## src/rtl/core/lps_pkg.sv

```systemverilog
// lps_pkg: shared types and constants for the line pattern search core
// used by every module under rtl/core; no dependencies

package lps_pkg;

    // widest pattern the core can be built for
    localparam int PATTERN_MAX_DEF = 16;
    localparam int PAT_BYTES       = 16;

    localparam logic [7:0] CHAR_NEWLINE = 8'h0A;

    // configuration register indexes
    typedef enum logic [1:0] {
        REG_MODE    = 2'd0,
        REG_LENGTH  = 2'd1,
        REG_PAT_LO  = 2'd2,
        REG_PAT_HI  = 2'd3
    } t_reg_index;

    // search modes; code 3 never reports
    typedef enum logic [1:0] {
        MODE_FIRST = 2'd0,
        MODE_ALL   = 2'd1,
        MODE_COUNT = 2'd2
    } t_search_mode;

    typedef enum logic [1:0] {
        RPT_MATCH     = 2'd0,
        RPT_NOT_FOUND = 2'd1,
        RPT_COUNT     = 2'd2
    } t_report_type;

    typedef struct packed {
        logic [1:0]  mode;
        logic [4:0]  length;
        logic [63:0] pat_lo;
        logic [63:0] pat_hi;
    } t_cfg;

    // current line status handed from the window to the report logic
    typedef struct packed {
        logic hit;
        logic nonempty;
    } t_line_stat;

endpackage

```

## src/rtl/core/line_pattern_search_core.sv

```systemverilog
// Line pattern search core: takes one text word per cycle and checks each
// newline-terminated line for a configured pattern of up to PATTERN_MAX bytes,
// reporting matching line numbers, not found, or the match count at end of
// stream. Rate is one word per clock: the window compare and counter update
// finish in the cycle of acceptance and a report appears in the result
// register on the next cycle. The input stalls only when a word would report
// while an earlier report is still held in the result register.
// Configuration is written through a separate index/data port, always ready.
// Depends on lps_pkg, lps_cfg_regs, lps_window, lps_report.

module line_pattern_search_core #(
    parameter int PATTERN_MAX = lps_pkg::PATTERN_MAX_DEF
) (
    input  logic                  i_clk,
    input  logic                  i_rst_n,
    input  logic                  i_valid,
    output logic                  o_stall,
    input  logic                  i_kind,
    input  logic [7:0]            i_text_byte,
    output logic                  o_valid,
    input  logic                  i_stall,
    output lps_pkg::t_report_type o_report_type,
    output logic [31:0]           o_report_value,
    input  logic                  i_cfg_valid,
    output logic                  o_cfg_ready,
    input  logic [1:0]            i_cfg_index,
    input  logic [63:0]           i_cfg_data
);
    import lps_pkg::*;

    t_cfg       cfg;
    t_line_stat stat;
    logic       fire;
    logic       accept;

    assign o_stall = o_valid && i_stall && fire;
    assign accept  = i_valid && !o_stall;

    lps_cfg_regs u_cfg (
        .i_clk       (i_clk),
        .i_rst_n     (i_rst_n),
        .i_cfg_valid (i_cfg_valid),
        .i_cfg_index (i_cfg_index),
        .i_cfg_data  (i_cfg_data),
        .o_cfg_ready (o_cfg_ready),
        .o_cfg       (cfg)
    );

    lps_window #(
        .PATTERN_MAX (PATTERN_MAX)
    ) u_window (
        .i_clk       (i_clk),
        .i_rst_n     (i_rst_n),
        .i_accept    (accept),
        .i_kind      (i_kind),
        .i_text_byte (i_text_byte),
        .i_cfg       (cfg),
        .o_stat      (stat)
    );

    lps_report u_report (
        .i_clk          (i_clk),
        .i_rst_n        (i_rst_n),
        .i_accept       (accept),
        .i_kind         (i_kind),
        .i_text_byte    (i_text_byte),
        .i_cfg          (cfg),
        .i_stat         (stat),
        .i_out_stall    (i_stall),
        .o_fire         (fire),
        .o_valid        (o_valid),
        .o_report_type  (o_report_type),
        .o_report_value (o_report_value)
    );

endmodule

```

## src/rtl/core/lps_cfg_regs.sv

```systemverilog
// lps_cfg_regs: configuration register file of the line pattern search core
// depends on lps_pkg

module lps_cfg_regs (
    input  logic                  i_clk,
    input  logic                  i_rst_n,
    input  logic                  i_cfg_valid,
    input  logic [1:0]            i_cfg_index,
    input  logic [63:0]           i_cfg_data,
    output logic                  o_cfg_ready,
    output lps_pkg::t_cfg         o_cfg
);
    import lps_pkg::*;

    t_cfg r_cfg;

    assign o_cfg_ready = 1'b1;
    assign o_cfg       = r_cfg;

    always_ff @(posedge i_clk) begin
        if (!i_rst_n) begin
            r_cfg.mode   <= MODE_FIRST;
            r_cfg.length <= 5'd1;
            r_cfg.pat_lo <= '0;
            r_cfg.pat_hi <= '0;
        end else if (i_cfg_valid) begin
            case (i_cfg_index)
                REG_MODE:   r_cfg.mode   <= i_cfg_data[1:0];
                REG_LENGTH: r_cfg.length <= i_cfg_data[4:0];
                REG_PAT_LO: r_cfg.pat_lo <= i_cfg_data;
                REG_PAT_HI: r_cfg.pat_hi <= i_cfg_data;
                default:    r_cfg        <= r_cfg;
            endcase
        end
    end

endmodule

```

## src/rtl/core/lps_window.sv

```systemverilog
// lps_window: recent byte window of the current line, fill count and line hit flag
// depends on lps_pkg

module lps_window #(
    parameter int PATTERN_MAX = lps_pkg::PATTERN_MAX_DEF
) (
    input  logic                  i_clk,
    input  logic                  i_rst_n,
    input  logic                  i_accept,
    input  logic                  i_kind,
    input  logic [7:0]            i_text_byte,
    input  lps_pkg::t_cfg         i_cfg,
    output lps_pkg::t_line_stat   o_stat
);
    import lps_pkg::*;

    localparam int CW = $clog2(PATTERN_MAX + 1);
    localparam int IW = (PATTERN_MAX > 1) ? $clog2(PATTERN_MAX) : 1;
    localparam logic [CW-1:0] CNT_MAX = CW'(PATTERN_MAX);
    localparam logic [4:0]    LEN_MAX = 5'(PATTERN_MAX);

    logic [7:0]    r_win [PATTERN_MAX];
    logic [7:0]    n_win [PATTERN_MAX];
    logic [CW-1:0] r_cnt;
    logic [CW-1:0] n_cnt;
    logic          r_hit;
    logic [7:0]    pat [PATTERN_MAX];
    logic [4:0]    used_len;
    logic [4:0]    idx;
    logic          win_match;
    logic          is_text;

    assign is_text = !i_kind && (i_text_byte != CHAR_NEWLINE);

    always_comb begin
        for (int k = 0; k < PATTERN_MAX; k++) begin
            if (k < 8) begin
                pat[k] = i_cfg.pat_lo[8*k +: 8];
            end else begin
                pat[k] = i_cfg.pat_hi[8*(k-8) +: 8];
            end
        end
    end

    // window after the incoming byte is shifted in, newest at index 0
    always_comb begin
        n_win[0] = i_text_byte;
        for (int j = 1; j < PATTERN_MAX; j++) begin
            n_win[j] = r_win[j-1];
        end
        n_cnt = (r_cnt == CNT_MAX) ? r_cnt : r_cnt + 1'b1;
    end

    always_comb begin
        used_len  = (i_cfg.length > LEN_MAX) ? LEN_MAX : i_cfg.length;
        win_match = (5'(n_cnt) >= used_len);
        idx       = '0;
        for (int k = 0; k < PATTERN_MAX; k++) begin
            if (5'(k) < used_len) begin
                // pattern byte k lines up with the byte n-1-k places back
                idx = used_len - 5'd1 - 5'(k);
                if (n_win[idx[IW-1:0]] != pat[k]) begin
                    win_match = 1'b0;
                end
            end
        end
    end

    always_ff @(posedge i_clk) begin
        if (i_accept && is_text) begin
            for (int j = 0; j < PATTERN_MAX; j++) begin
                r_win[j] <= n_win[j];
            end
        end
    end

    always_ff @(posedge i_clk) begin
        if (!i_rst_n) begin
            r_cnt <= '0;
            r_hit <= 1'b0;
        end else if (i_accept) begin
            if (is_text) begin
                r_cnt <= n_cnt;
                r_hit <= r_hit | win_match;
            end else begin
                r_cnt <= '0;
                r_hit <= 1'b0;
            end
        end
    end

    assign o_stat.hit      = r_hit;
    assign o_stat.nonempty = (r_cnt != '0);

endmodule

```

## src/rtl/core/lps_report.sv

```systemverilog
// lps_report: line and match counters, report decision and result register
// depends on lps_pkg

module lps_report (
    input  logic                  i_clk,
    input  logic                  i_rst_n,
    input  logic                  i_accept,
    input  logic                  i_kind,
    input  logic [7:0]            i_text_byte,
    input  lps_pkg::t_cfg         i_cfg,
    input  lps_pkg::t_line_stat   i_stat,
    input  logic                  i_out_stall,
    output logic                  o_fire,
    output logic                  o_valid,
    output lps_pkg::t_report_type o_report_type,
    output logic [31:0]           o_report_value
);
    import lps_pkg::*;

    logic [31:0]  r_line;
    logic [31:0]  r_total;
    logic         r_done;
    logic         r_valid;
    t_report_type r_type;
    logic [31:0]  r_value;

    logic [31:0]  n_line;
    logic [31:0]  n_total;
    logic         n_done;
    t_report_type n_type;
    logic [31:0]  n_value;
    logic         is_end;
    logic         do_finish;
    logic         hit;
    logic         fin_rep;

    always_comb begin
        is_end    = i_kind;
        do_finish = (!i_kind && i_text_byte == CHAR_NEWLINE) || (i_kind && i_stat.nonempty);
        hit       = i_stat.hit || (i_cfg.length == 5'd0);
        n_total   = r_total;
        if (do_finish && hit && (r_total != '1)) begin
            n_total = r_total + 32'd1;
        end
        fin_rep = do_finish && hit &&
                  ((i_cfg.mode == MODE_FIRST && !r_done) || i_cfg.mode == MODE_ALL);

        o_fire  = 1'b0;
        n_type  = RPT_MATCH;
        n_value = r_line;
        if (fin_rep) begin
            o_fire = 1'b1;
        end else if (is_end) begin
            if (i_cfg.mode == MODE_COUNT) begin
                o_fire  = 1'b1;
                n_type  = RPT_COUNT;
                n_value = n_total;
            end else if ((i_cfg.mode == MODE_FIRST || i_cfg.mode == MODE_ALL) &&
                         n_total == '0) begin
                o_fire  = 1'b1;
                n_type  = RPT_NOT_FOUND;
                n_value = '0;
            end
        end

        // end of stream starts a fresh stream
        n_line = r_line;
        n_done = r_done;
        if (is_end) begin
            n_line  = 32'd1;
            n_total = '0;
            n_done  = 1'b0;
        end else if (do_finish) begin
            if (r_line != '1) begin
                n_line = r_line + 32'd1;
            end
            n_done = r_done | (hit && i_cfg.mode == MODE_FIRST);
        end
    end

    always_ff @(posedge i_clk) begin
        if (!i_rst_n) begin
            r_line  <= 32'd1;
            r_total <= '0;
            r_done  <= 1'b0;
        end else if (i_accept) begin
            r_line  <= n_line;
            r_total <= n_total;
            r_done  <= n_done;
        end
    end

    always_ff @(posedge i_clk) begin
        if (!i_rst_n) begin
            r_valid <= 1'b0;
        end else if (i_accept && o_fire) begin
            r_valid <= 1'b1;
        end else if (!i_out_stall) begin
            r_valid <= 1'b0;
        end
    end

    always_ff @(posedge i_clk) begin
        if (i_accept && o_fire) begin
            r_type  <= n_type;
            r_value <= n_value;
        end
    end

    assign o_valid        = r_valid;
    assign o_report_type  = r_type;
    assign o_report_value = r_value;

endmodule

```

## config.mk

```make
export PLATFORM = sky130hd
export DESIGN_NAME = line_pattern_search_core
export DESIGN_NICKNAME = d
export VERILOG_FILES = /design/src/rtl/core/lps_pkg.sv /design/src/rtl/core/line_pattern_search_core.sv /design/src/rtl/core/lps_cfg_regs.sv /design/src/rtl/core/lps_window.sv /design/src/rtl/core/lps_report.sv
export SDC_FILE = /design/constraint.sdc
export NUM_CORES = 1
export LEC_CHECK = 0
export ABC_AREA = 1
export BUFFER_PORTS_ARGS = -buffer_cell sky130_fd_sc_hd__buf_4
export CORE_MARGIN = 2
export CORE_UTILIZATION = 45
export CTS_BUF_LIST = sky130_fd_sc_hd__clkbuf_4
export DETAILED_ROUTE_END_ITERATION = 12
export GPL_ROUTABILITY_DRIVEN = 0
export PLACE_DENSITY_LB_ADDON = 0.1
export SYNTH_ARGS = -nofsm -noshare
export SYNTH_HDL_FRONTEND = slang
export SYNTH_SLANG_ARGS = --single-unit
```

## constraint.sdc

```tcl
create_clock -name i_clk -period 9.1 [get_ports i_clk]
set_input_delay 0.91 -clock i_clk [delete_from_list [all_inputs] [get_ports i_clk]]
set_output_delay 0.91 -clock i_clk [all_outputs]
set_load 0.1 [all_outputs]
```

* After elaboration in Yosys (flattened, before gate mapping)
Memories as Yosys holds them, arrays and structs flattened. Cells that the tools add are included.
Word-level totals: register bits 241, bits in writable memories 128, input bits 80, output and inout port bits 37, word-level logic and storage cells 254, memories kept 1
Cells by class: $add $sub $neg 19, magnitude comparators 34, equal/unequal tests 27, multiplexer cells 105, bitwise logic cells 19, reduce and logical (&&, ||, !) cells 36
Memory list:
- u_window.r_win | depth 16, bits a word 8, read ports 15, clocked after Yosys merged registers in 0, wr ports 16, line lps_window.sv:22 | logic [7:0] r_win [PATTERN_MAX];
Operators by type and width (count):
- 8-bit binary-select mux with 4-bit select | 16
- 32-bit 2-to-1 mux | 9
- 8-bit 2-to-1 mux | 32
- 8-bit != test | 16
- 5-bit >= comparator, second input constant | 16
- 4-bit NOT with 5-bit output | 16
- 32-bit by 1-bit adder with 32-bit output, second input constant | 2
- 32-bit != test, second input constant | 2
- 1-bit 2-to-1 mux | 44
- 4-bit by 5-bit less-than comparator with 1-bit output, first input constant | 8
- 32-bit zero test | 1
- 4-bit subtractor, second input constant | 8
- 3-bit by 5-bit less-than comparator with 1-bit output, first input constant | 4
- 4-bit by 3-bit subtractor with 4-bit output, second input constant | 4
- 5-bit 2-to-1 mux | 3
- 1-bit logical AND | 14
- 1-bit by 5-bit less-than comparator with 1-bit output, first input constant | 2
- 2-bit by 5-bit less-than comparator with 1-bit output, first input constant | 2
- 2-bit AND reduction | 5
- 8-bit by 4-bit equality test with 1-bit output, second input constant | 1
- 8-bit by 4-bit != test with 1-bit output, second input constant | 1
- 4-bit by 1-bit subtractor with 4-bit output, second input constant | 2
- 4-bit by 2-bit subtractor with 4-bit output, second input constant | 2
- 2-bit equality test, second input constant | 3
- 18 further kinds | 27

* Logic depth before layout (Yosys ltp)
word-level depth 42, depth in mapped cells 31, mapped depth without buffers 27

* Cells and area by module
From an unflattened synthesis, not the netlist that was laid out.
Second synthesis, totals: cells, all modules 4309, area total of the unflattened synthesis 25984.9 um2
Modules (own cells, without submodules):
- lps_window | instances 1, cells each 2533, area an instance 14357.5 um2, seq. area each 3723.6 um2
- lps_report | instances 1, cells each 912, area an instance 6015.8 um2, seq. area each 2342.2 um2
- lps_cfg_regs | instances 1, cells each 860, area an instance 5595.4 um2, seq. area each 2702.6 um2
- line_pattern_search_core | instances 1, cells each 4, area an instance 16.3 um2, seq. area each 0.0 um2

* Worst setup path before layout
OpenSTA, ideal clock, no wires.
path kind input -> register, start input port i_text_byte[5], end memory u_window.r_win[0][0] (enable), library setup time 0.600 ns, arrival time 7.574 ns, data required time 8.500 ns, setup slack 0.926 ns, stages 21, cells stage by stage inv_1 nand2_1 nor2_1 nand3_1 nand2_2 nand3_4 buf_6 nand2_1 nand2_1 nand2_1 nor2_1 nand2_1 nor2_1 nand3_1 nand2_1 nand2_1 nand2_2 nand2_4 nand2_8 buf_2 nor2_1
RTL lines:
- from (decl) | line line_pattern_search_core.sv:19 | input logic [7:0] i_text_byte,
- to (decl) | line lps_window.sv:22

* Worst setup path in the final report
start input port i_kind, end output port o_stall
Between the ends: cells in the longest elaborated chain, start to end 13, elaborated cells between the ends (all ways) 15
RTL lines:
- from (decl) | line line_pattern_search_core.sv:18 | input logic i_kind,
- 1-bit zero test | line lps_report.sv:39 | do_finish = (!i_kind && i_text_byte == CHAR_NEWLINE) || (i_kind && i_stat.nonempty);
- 1-bit logical AND | line lps_report.sv:39
- 1-bit logical OR | line lps_report.sv:39
- 1-bit logical AND | line lps_report.sv:42, lps_report.sv:45
- 1-bit logical AND | line lps_report.sv:42 | if (do_finish && hit && (r_total != '1)) begin
- 32-bit 2-to-1 mux | line lps_report.sv:42
- 32-bit zero test | line lps_report.sv:59 | n_total == '0) begin
- 1-bit logical AND | line lps_report.sv:58 | end else if ((i_cfg.mode == MODE_FIRST || i_cfg.mode == MODE_ALL) &&
- 1-bit 2-to-1 mux | line lps_report.sv:58
- 1-bit 2-to-1 mux | line lps_report.sv:54 | if (i_cfg.mode == MODE_COUNT) begin
- 1-bit 2-to-1 mux | line lps_report.sv:53 | end else if (is_end) begin
- 1-bit 2-to-1 mux * | line lps_report.sv:51 | if (fin_rep) begin
- 1-bit logical AND * | line line_pattern_search_core.sv:36 | assign o_stall = o_valid && i_stall && fire;
- to (decl) | line line_pattern_search_core.sv:17 | output logic o_stall,
Every way passes the cells marked *; elsewhere a longest branch is shown, timed or not.

==> metrics.md <==
| Metric | Value |
|---|---|
| CP Capture Type | primary output |
| Clk sink count | 361 |
| Maximum vdd drop | 105.0 µV |
| Final worst path period share | 63.92% |
| Hold Fails Final Rpt | 0 |
| Area growth, synth to finish | 9.867% |
| Worst-Margin Slew | 1.265 ns |
| Final Power | 4.856 mW |
| Clock-pin slew on the worst setup and hold paths | 0.06 ns |
| CP max FO | 69 |
| Worst Setup Start Kind | input port |
| Cell Chain, Critical Path | buf_4 -> inv_1 -> nand3_1 -> nand2_2 -> nand2_1 -> nor2_2 -> nand2_1 -> nand2_1 -> nand2_1 -> nor2_1 -> nand2_1 -> nor2_1 -> nand3_1 -> nand2_1 -> nand2_1 -> nand2_2 -> nand2_4 -> inv_1 -> buf_4 |
| Crit path max-delay family | simple AND/OR/NAND/NOR gates |
| GRT overflow | 0 |
| Slew headroom | 15.43% |
| Top cell type by total area after synthesis | nand2_1 |
| CTS tree | built |
| Crit path kind | in2out |
| Pwr dens | 180.2 nW/µm² |
| First-pass GRT wire length | 137200 µm |
| Worst-case reg-to-reg path depth | 26 |
| Post-route ant nets | 0 |
| Critical Path Most Common Cell | nand2_1 |
| Root Buffer | clkbuf_4 |
| Cts repair resizes | 0 |
| Chip width | 237.4 µm |
| FFs w/ async S/R, synth | 0% |
| Max-cap violations | 0 |
| Netlist cell types | 36 |
| Die area | 56380 µm² |
| Number of DRC markers in iteration 0 | 3412 |
| Worst Path Arrival | 4.91 ns |
| Hpwl dp | 68570 µm |
| Part of the power in the clock network | 32.6% |
| Net Count, Synth | 4043 |
| Register bit total from synthesis | 361 |
| Clk_lat worst skew | 0.92 ns |
| Initial antenna violation count | 3 |
| Outcome | finished clean |
| Int Power | 2.994 mW |
| CTS Buf Count | 101 |
| H-tree levels | 3 |
| Worst setup margin | 3.283 ns |
| Hold depth | 1 |
| # setup viols final | 0 |
| Post-CTS Hold Buffers | 0 |
| Cell row count | 85 |
| Synth area leaders | nand2_1 23%, edfxtp_1 19%, dfxtp_1 17% |
| R2r setup slk | 3.38 ns |
| Final WL | 91770 µm |
| Synth top area share | 22.79% |
| Tmin final | 5.817 ns |
| Worst hold start | i_text_byte[7] |
| # IOs | 117 |
| Synth Instances | 3946 |
| R2r endpoint | u_window.r_hit |
| # port buffers | 115 |
| P_sw | 1.862 mW |
| Core area | 53810 µm² |
| # nets final | 4082 |
| Slowest CP cell | nor2_2 |
| Yosys warning count | 0 |
| Combinational power share | 30.3% |
| Number of global-route vias before repair | 23110 |
| DR pass1 iterations | 7 |
| Slew Viols, Final | 0 |
| Largest net degree at the start of global routing | 131 |
| Unrepaired setup endpoints after global routing | false |
| Leakage | 12.00 nW |
| Synth Cell Area | 24520 µm² |
| Hold Crit Endpoint | u_window.r_win[0][7] |
| Max Buffers Root-to-Sink | 3 |
| Switching fraction of total power | 38.34% |
| Starting Density | 45.57% |
| DRC errors left | 0 |
| Post-CTS setup buffers | 0 |
| Sequential-to-total area share from yosys stat | 35.76% |
| Layout cells sized above 1 | 8.282% |
| Clock skew | 0.06720 ns |
| Avg Cell Area, Syn | 6.215 µm² |
| Bufs and invs on worst path | 4 |
| Die height | 237.4 µm |
| Routed vias/inst | 5.530 |
| Max incr delay on CP | 0.81 ns |
| Worst Hold Class | in2reg |
| Routed wire per std cell | 19.24 µm |
| Fillers | 5738 |
| Number of instances in the placed design | 4578 |
| Fin cells | 4770 |
| F_max | 171.9 MHz |
| Main synth FF type | dfxtp_1 |
| DR vias | 26380 |
| Placement Setup Slack | 3.213 ns |
| Flop pwr share | 37.1% |
| Worst Path Required | 8.19 ns |
| Total track usage | 31.93% |
| Worst reg2reg startpoint | u_cfg.o_cfg[128] |
| Post-synth EDFFs | 154 |
| Setup_tns | 0 ns |
metal layers:
| metal | wire (µm) | up-vias | track usage [%] | share of wire, % |
|---|---|---|---|---|
| li1 | - | 13060 | - | - |
| met1 | 40610 | 11950 | 45.43 | 44 |
| met2 | 39230 | 1158 | 47.67 | 43 |
| met3 | 7656 | 205 | 4.982 | 8.3 |
| met4 | 4281 | 0 | 14.39 | 4.7 |
| met5 | 0 | - | 0 | 0 |
cell usage in the layout (no fill, tap or decap), drive strengths merged, types with 18 or more instances in the layout:
cell type	count
clkbuf	152
o21ai	355
nand2	1500
dfxtp	207
nor3	21
edfxtp	154
nor2	277
a21oi	190
nand3b	18
buf	138
clkinv	31
xor2	26
nand4	47
inv	313
nand3	579
registers in the layout, summed over array words and instances, names as in the netlist:
register                 count
u_report.r_total            32
u_report.r_done              1
u_window.r_hit               1
u_report.o_report_type       2
u_report.o_report_value     32
u_report.r_line             32
u_report.o_valid             1
u_cfg.o_cfg                135
u_window.r_cnt               5
u_window.r_win             120
cell type report:
type	count	area [µm²]	area share, %
well taps	696	870.8	3.232
diodes	5	12.51	0.04644
repair buffers	138	1036	3.845
clock buffers	152	1141	4.235
inverters	313	1176	4.365
clock inverters	35	202.7	0.7523
multi-input cells	3070	13740	50.98
flip-flops and latches	361	8768	32.54
stage by stage:
stage               util, %  area, µm²  hold slack, ns
finish                50.07      26940          0.2110
global route          50.07      26940          0.1399
CTS                   50.04      26930          0.1659
detailed placement    47.55      25590          0.4317
global placement      47.55      25590          0.4292
floorplan                 -      24520          0.4264
worst max-delay path by stage:
stage / start / endpoint / slack, ns / depth (start not counted)
2_1_floorplan: i_text_byte[5] / u_window.r_win[0][0] / 0.93 / 21
3_3_place_gp: i_kind / u_window.r_win[0][4] / 3.27 / 18
3_5_place_dp: i_kind / u_window.r_win[0][2] / 3.21 / 18
4_1_cts: i_kind / o_stall / 3.37 / 19
5_1_grt: u_cfg.o_cfg[128] / u_window.r_hit / 2.86 / 26
6_report: i_kind / o_stall / 3.28 / 19
worst reg2reg max path, cell delays in order (launching register included):
cell     delay (ns)
dfxtp_1        0.47
nor2_1         0.10
nand2_1        0.08
nand2_1        0.11
nand2_4        0.22
buf_4          0.67
ha_2           0.60
inv_2          0.41
buf_4          0.48
nor2_1         0.15
nor2_1         0.80
nand2_1        0.18
nand3_1        0.14
nand2_1        0.07
nand2_1        0.05
nand2_1        0.04
inv_1          0.07
nand2_1        0.05
nor2_1         0.09
nand2_1        0.16
nand2_1        0.10
nand2_1        0.05
nor2_1         0.15
nand2_1        0.07
nor2_1         0.12
nand3_1        0.08
a21oi_1        0.14
power groups by stage:
stage               combinational (mW)  clock [mW]  sequential, mW
floorplan                         1.02           0            1.83
global placement                  1.43           0            1.83
detailed placement                1.43           0            1.83
CTS                               1.44        1.61            1.80
global route                      1.64        1.71            1.81
finish                            1.47        1.58            1.80
kinds of logic after synthesis:
logic type               after synthesis  share of synthesized area, %
other                                  1                       0.01529
AO/OA/AOI/OAI                        557                         11.50
buffers and inverters                515                         8.464
AND/OR/NAND/NOR                     2452                         41.86
adder cells (fa/ha/maj)               17                        0.8673
XOR/XNOR                              43                         1.536
flip-flops                           361                         35.76
cell usage after synthesis (2+ instances only):
cell type  instances
nand3b_1          18
nand2_2            8
nor2_4             2
inv_1            302
buf_6             10
o21ai_0          335
xor2_1            26
nand3_1          577
dfxtp_1          207
nand2_1         1489
o21bai_1           2
xnor2_1           17
nand4_1           47
buf_2             42
edfxtp_1         154
o211ai_1           7
ha_1              17
clkbuf_1         122
nor4_1             8
nor2_1           271
inv_2              9
clkinv_1           2
buf_4              4
a31oi_1            2
a21oi_1          189
nor3_1            21
buf_1             24
nand3_4            2
o21ai_1           20
or2_2              2
nor2_2             4
nand2_4            2
Power figures use the tool's default switching activity.
